$ cat config.mk
export PLATFORM = sky130hd
export DESIGN_NAME = ioart_ram
export DESIGN_NICKNAME = d
export VERILOG_FILES = /design/src/in_order_ack_retire_tracker_unit_assert.svh /design/src/ioart_ram.sv
export SDC_FILE = /design/constraint.sdc
export NUM_CORES = 1
export LEC_CHECK = 0
export BUFFER_PORTS_ARGS = -buffer_cell sky130_fd_sc_hd__buf_2
export CAP_MARGIN = 25
export CORE_MARGIN = 2
export CORE_UTILIZATION = 63
export CTS_BUF_LIST = sky130_fd_sc_hd__clkbuf_4 sky130_fd_sc_hd__clkbuf_8
export CTS_CLUSTER_SIZE = 14
export DETAILED_ROUTE_END_ITERATION = 16
export MAX_ROUTING_LAYER = met4
export PLACE_DENSITY = 0.82
export SLEW_MARGIN = 20
export SYNTH_ARGS = -nofsm -noshare
export SYNTH_HDL_FRONTEND = slang
export SYNTH_SLANG_ARGS = --single-unit
$ cat constraint.sdc
create_clock -name clk -period 1.9 [get_ports clk]
set_input_delay 0.095 -clock clk [delete_from_list [all_inputs] [get_ports clk]]
set_output_delay 0.095 -clock clk [all_outputs]
set_load 0.005 [all_outputs]
$ cat src/in_order_ack_retire_tracker_unit_assert.svh
// Assertion macros for the in-order ack retire tracker.
// Needs clk and arst_n in the scope that uses them.
`ifndef IN_ORDER_ACK_RETIRE_TRACKER_UNIT_ASSERT_SVH
`define IN_ORDER_ACK_RETIRE_TRACKER_UNIT_ASSERT_SVH

// Same-cycle implication, checked out of reset.
`define IOART_ASSERT_NOW(label, ante, cons, msg) \
	label: assert property (@(posedge clk) disable iff (!arst_n) (ante) |-> (cons)) \
		else $error(msg);

// Next-cycle implication, checked out of reset.
`define IOART_ASSERT_NEXT(label, ante, cons, msg) \
	label: assert property (@(posedge clk) disable iff (!arst_n) (ante) |=> (cons)) \
		else $error(msg);

`endif

$ cat src/ioart_ram.sv
// Generic simple dual-port RAM: one write port, one read port, registered read.
// No dependencies.
module ioart_ram #(
	parameter int WIDTH = 8,
	parameter int DEPTH = 16,
	localparam int AW = $clog2(DEPTH)
) (
	input  logic             clk,
	input  logic             we,
	input  logic [AW-1:0]    waddr,
	input  logic [WIDTH-1:0] wdata,
	input  logic [AW-1:0]    raddr,
	output logic [WIDTH-1:0] rdata
);

	logic [WIDTH-1:0] mem_q [DEPTH];
	logic [WIDTH-1:0] rdata_q;

	always_ff @(posedge clk) begin
		if (we) begin
			mem_q[waddr] <= wdata;
		end
		rdata_q <= mem_q[raddr];
	end

	assign rdata = rdata_q;

endmodule

==> results of run 1 <==
power breakdown:
group	internal (uW)	switching (uW)	total (uW)
sequential	3350	20.0	3370
combinational	134	172	306
clock	1380	1020	2400
stage by stage:
step                      util (%)  area, um2
after floorplan                  -       5147
after global placement       70.21       5482
after detailed placement     70.21       5482
after CTS                    75.58       5901
after global routing         75.58       5901
final                        75.58       5901
registers in the layout, summed over array words and instances, names as in the netlist:
| register | count |
|---|---|
| mem_q | 128 |
| rdata | 8 |
worst paths after layout:
check                    startpoint                      to  slack [ps]  cells past startpoint
max           mem_q[5][2]$_DFFE_PP_        rdata[2]$_DFF_P_         490                      3
min                        wdata[3]  mem_q[13][3]$_DFFE_PP_          50                      1
max reg2reg   mem_q[5][2]$_DFFE_PP_        rdata[2]$_DFF_P_         490                      3
min reg2reg  mem_q[13][5]$_DFFE_PP_        rdata[5]$_DFF_P_         670                      3
final cells by class:
cell class | count | area [um2]
multi-input combinational | 83 | 1057
fill | 415 | 1907
clock buffer | 21 | 270.3
tap | 102 | 127.6
clock inverter | 11 | 148.9
timing repair buffer | 44 | 292.8
sequential | 136 | 4004
cells by family (layout without fill, tap and decap cells):
| group | after synthesis | after routing | synth area share (%) |
|---|---|---|---|
| buffers and inverters | 10 | 76 | 1.677 |
| AND/OR/NAND/NOR | 35 | 35 | 3.184 |
| AO/OA/AOI/OAI | 16 | 16 | 2.334 |
| multiplexers | 32 | 32 | 15.02 |
| flip-flops | 136 | 136 | 77.78 |
worst max-delay path, cell delays in order (launching register included):
cell	delay, ps
edfxtp_1	370
mux4_1	550
a22oi_1	290
nand2_1	90
layout by cell type, fill, tap and decap left out, drive strengths merged:
master and count:
or3b 1, nand3 1, and2 1, a22oi 16, clkbuf 21, clkinvlp 3
buf 44, and2b 1, inv 1, nand2 9, edfxtp 128, dfxtp 8
bufinv 3, mux4 32, nor2 13, nor2b 1, nor3 4, nand3b 2
clkinv 4, nand2b 2
metal layers:
layer / vias up / routed length [um]
met5: - / 0
met3: 7 / 879
met2: 127 / 4782
li1: 1076 / -
met4: 0 / 65
met1: 1241 / 3687
==> flow_summary.json, run 1 <==
{
  "status": "finished clean",
  "die_area_um2": 8909,
  "crit_required_ps": 2210,
  "async_flop_share_pct": 0,
  "hold_viol_final": 0,
  "busiest_layer": "met2",
  "hold-worst-slack_ps": 46.40,
  "gp_congestion": 0.7476,
  "rsz0062_at_grt": "false",
  "ctsLongestPathBuffers": 2,
  "ir_drop_uv": 713.0,
  "fmax_mhz": 707.0,
  "synth.area.top_cells": "edfxtp_1 75%, mux4_2 7.9%, mux4_1 7.1%, dfxtp_1 3.1%, a22oi_1 2.3%",
  "crit_arrival_ps": 1720,
  "cts-hold-fix-buffers": 0,
  "clk_pin_slew_ps": 70,
  "drv_slew": 0,
  "p_leak_uw": 0.002011,
  "dr.first_iter.drc_count": 298,
  "startpoint_type": "flip-flop",
  "vias_per_cell": 6.174,
  "avgSynthCellArea_um2": 22.48,
  "instances_no_fill": 397,
  "track_usage_pct": 24.46,
  "crit_fanout": 1,
  "grt_max_degree": 33,
  "area_growth_pct": 14.63,
  "maxSlewHeadroom_pct": 54.42,
  "tns_ps": 0,
  "wl_per_cell_um": 23.72,
  "grt_antenna_before_repair": 0,
  "maxCapViolations": 0,
  "die_h_um": 94.39,
  "cts_sinks": 136,
  "io_buffer_count": 25,
  "wl_um": 9415,
  "tightest_slew_ps": 681.1,
  "ys_warn_count": 0,
  "setup_violations": 0,
  "ys_ff_latch": 136,
  "met2_usage_pct": 38.15,
  "synth-edff-count": 128,
  "met1_usage_pct": 31.86,
  "grt_pass1_wl_um": 14270,
  "syn-instance-count": 229,
  "insertion_delay_ps": 420,
  "drcViolationCount": 0,
  "synth_largest_area_cell": "edfxtp_1",
  "seq_area_frac_synth_pct": 77.78,
  "endpoint_kind": "flip-flop",
  "cts_buffers": 17,
  "total_power_uw": 6080,
  "cts_htree_levels": 4,
  "dp_slack_ps": 332.2,
  "min_period_ps": 1415,
  "core_area_um2": 7807,
  "initial_core_util_pct": 65.93,
  "min_path_type": "input pin to flip-flop",
  "p_per_area_nw_per_um2": 1030,
  "ant_nets": 0,
  "post_cts_resized": 0,
  "synth_ff_type": "edfxtp_1",
  "clock_skew_ps": 13.06,
  "cts_setup_buffers": 0,
  "synth.most_common_cell": "edfxtp_1",
  "die_w_um": 94.39,
  "period_share_pct": 74.45,
  "dp_cells": 365,
  "vias": 2451,
  "synth_commonest_cells": "128 x edfxtp_1, 18 x mux4_2, 16 x a22oi_1",
  "root_buffer": "clkbuf_8",
  "syn_area_um2": 5147,
  "grt_pass1_vias": 2462,
  "io_pins": 26,
  "layout.nets": 300,
  "synth_nets": 247,
  "criticalPathCategory": "flip-flop to flip-flop",
  "synth.distinct_cells": 19,
  "overflow": 0,
  "first_pass_iters": 4,
  "fin_ws_ps": 485.5,
  "dp_hpwl_um": 5976,
  "cts_tree": "yes",
  "num_rows": 32,
  "netlist.area_leader.share_pct": 74.67,
  "drive_gt1_share_pct": 32.20,
  "use_met3_pct": 6.305,
  "antenna-diode-count": 0
}
Power figures use the tool's default switching activity.
==> inputs of run 2 (changes only) <==
--- a/config.mk
+++ b/config.mk
@@ -8,12 +8,12 @@
 export BUFFER_PORTS_ARGS = -buffer_cell sky130_fd_sc_hd__buf_2
 export CAP_MARGIN = 25
 export CORE_MARGIN = 2
-export CORE_UTILIZATION = 63
+export CORE_UTILIZATION = 57
 export CTS_BUF_LIST = sky130_fd_sc_hd__clkbuf_4 sky130_fd_sc_hd__clkbuf_8
 export CTS_CLUSTER_SIZE = 14
 export DETAILED_ROUTE_END_ITERATION = 16
 export MAX_ROUTING_LAYER = met4
-export PLACE_DENSITY = 0.82
+export PLACE_DENSITY = 0.78
 export SLEW_MARGIN = 20
 export SYNTH_ARGS = -nofsm -noshare
 export SYNTH_HDL_FRONTEND = slang
==> constraint.sdc (replaced) <==
create_clock -name clk -period 1.2 [get_ports clk]
set_input_delay 0.06 -clock clk [delete_from_list [all_inputs] [get_ports clk]]
set_output_delay 0.06 -clock clk [all_outputs]
set_load 0.005 [all_outputs]
==> flow_summary.json, run 2 (same netlist as run 1, synthesis figures left out) <==
{
  "status": "finished with violations",
  "violations": "negative setup slack",
  "startpoint_type": "flip-flop",
  "worstHoldEndpoint": "mem_q[7][2]$_DFFE_PP_",
  "die_area_um2": 9807,
  "path_buf_inv": 0,
  "crit_fanout": 1,
  "tightest_slew_ps": 931.9,
  "reg2reg_depth": 3,
  "track_usage_pct": 23.01,
  "hold_viol_final": 0,
  "core_area_um2": 8721,
  "clk_pin_slew_ps": 80,
  "wl_um": 9768,
  "final_common_cell": "edfxtp_1",
  "p_int_uw": 7874,
  "dp_hpwl_um": 6143,
  "fin_ws_ps": -110.7,
  "setup_violations": 8,
  "num_rows": 34,
  "dr.first_iter.drc_count": 182,
  "gp_congestion": 0.7358,
  "dp_slack_ps": -363.5,
  "cp_top_family": "multiplexers",
  "dp_cells": 379,
  "clock_skew_ps": 8.842,
  "maxSlewHeadroom_pct": 37.74,
  "grt_pass1_wl_um": 15220,
  "cts_sinks": 136,
  "maxCapViolations": 0,
  "grt_antenna_before_repair": 0,
  "cts_tree": "yes",
  "p_leak_uw": 0.002044,
  "p_sw_uw": 2076,
  "total_power_uw": 9951,
  "ir_drop_uv": 676.2,
  "endpoint_kind": "flip-flop",
  "instances_no_fill": 415,
  "cpPeakStageDelay_ps": 490,
  "grt_pass1_vias": 2626,
  "final_cell_mix": "128 x edfxtp_1, 29 x mux4_2, 25 x buf_2",
  "switching_share_pct": 20.87,
  "met1_usage_pct": 28.68,
  "min_period_ps": 1311,
  "met2_usage_pct": 36.17,
  "vias": 2467,
  "die_h_um": 99.03,
  "period_share_pct": 109.2,
  "min_path_type": "input pin to flip-flop",
  "p_seq_share_pct": 53.7,
  "wl_per_cell_um": 23.54,
  "drcViolationCount": 0,
  "worstReg2RegEnd": "rdata[1]$_DFF_P_",
  "clockPowerShare_pct": 40.7,
  "grt_max_degree": 20,
  "layout.nets": 312,
  "first_pass_iters": 4,
  "crit_arrival_ps": 1620,
  "use_met3_pct": 6.738,
  "die_w_um": 99.03,
  "top_register": "mem_q",
  "criticalPathCategory": "flip-flop to flip-flop",
  "whs_path_depth": 1,
  "root_buffer": "clkbuf_8",
  "largest_reg_flops": 128,
  "crit_required_ps": 1510,
  "fmax_mhz": 762.9,
  "io_pins": 26,
  "vias_per_cell": 5.945,
  "busiest_layer": "met2",
  "hold-worst-slack_ps": 21.75,
  "p_per_area_nw_per_um2": 1632,
  "cts_htree_levels": 4,
  "reg2reg_slack_ps": -110,
  "initial_core_util_pct": 59.02,
  "ctsLongestPathBuffers": 2,
  "cts_buffers": 17,
  "io_buffer_count": 25,
  "drv_slew": 0,
  "rsz0062_at_grt": "true",
  "cp_slowest_cell": "mux4_2",
  "insertion_delay_ps": 430,
  "combPwrFrac_pct": 5.6,
  "overflow": 0,
  "r2r_start": "mem_q[2][1]$_DFFE_PP_",
  "drive_gt1_share_pct": 41.69,
  "cp_cell_sequence": "mux4_2, a22oi_2, nand2_1",
  "tns_ps": -506.6,
  "ant_nets": 0,
  "area_growth_pct": 18.42,
  "hp-start": "wdata[2]",
  "antenna-diode-count": 0
}
[run 2: changes by cell type in the layout (fill, tap and decap cells not counted), moves of 3 or more]
cell and change:
a22oi_2 +11, buf_4 +5, nor3_1 -3, dlygate4sd3_1 +4, a22oi_1 -11, mux4_2 +11, buf_12 +3, nor3_2 +3
mux4_1 -11
[run 2: cell type report]
| cell class | count | area [um2] |
|---|---|---|
| sequential | 136 | 4004 |
| fill | 504 | 2625 |
| tap | 108 | 135.1 |
| multi-input combinational | 83 | 1086 |
| clock buffer | 18 | 241.5 |
| timing repair buffer | 56 | 430.4 |
| clock inverter | 14 | 198.9 |
[run 2: metrics by stage]
| stage | util, % | area [um2] |
|---|---|---|
| 4_1_cts | 69.63 | 6072 |
| 5_1_grt | 69.90 | 6096 |
| 3_3_place_gp | 64.23 | 5602 |
| 2_1_floorplan | - | 5170 |
| 3_5_place_dp | 64.23 | 5602 |
| 6_report | 69.90 | 6096 |
[run 2: timing repair]
action                     4_1_cts  5_1_grt
hold endpoints to repair        44        0
gates resized for setup         12       10
setup endpoints to repair        8        8
pin swaps                        4        9
hold buffers                     4        0
setup buffers                    0        0
[run 2: power groups by stage]
stage	sequential [uW]	clock (uW)	combinational, uW
floorplan	5430	0	274
global placement	5440	0	509
detailed placement	5440	0	522
CTS	5340	4100	553
global route	5350	4280	613
finish	5340	4050	561
[run 2: worst max-delay path by stage]
stage / from / end / slack, ps / depth (start not counted)
finish: mem_q[2][1]$_DFFE_PP_ / rdata[1]$_DFF_P_ / -110 / 3
global route: mem_q[2][1]$_DFFE_PP_ / rdata[1]$_DFF_P_ / -140 / 3
CTS: mem_q[3][2]$_DFFE_PP_ / rdata[2]$_DFF_P_ / -130 / 3
detailed placement: raddr[0] / rdata[2]$_DFF_P_ / -360 / 5
global placement: raddr[0] / rdata[2]$_DFF_P_ / -300 / 5
floorplan: waddr[2] / mem_q[3][0]$_DFFE_PP_ / -130 / 2
[run 2: routing by layer]
| metal | vias to the layer above | wire length (um) |
|---|---|---|
| met3 | 16 | 787 |
| met5 | - | 0 |
| met4 | 0 | 171 |
| met1 | 1246 | 3625 |
| met2 | 114 | 5184 |
| li1 | 1091 | - |
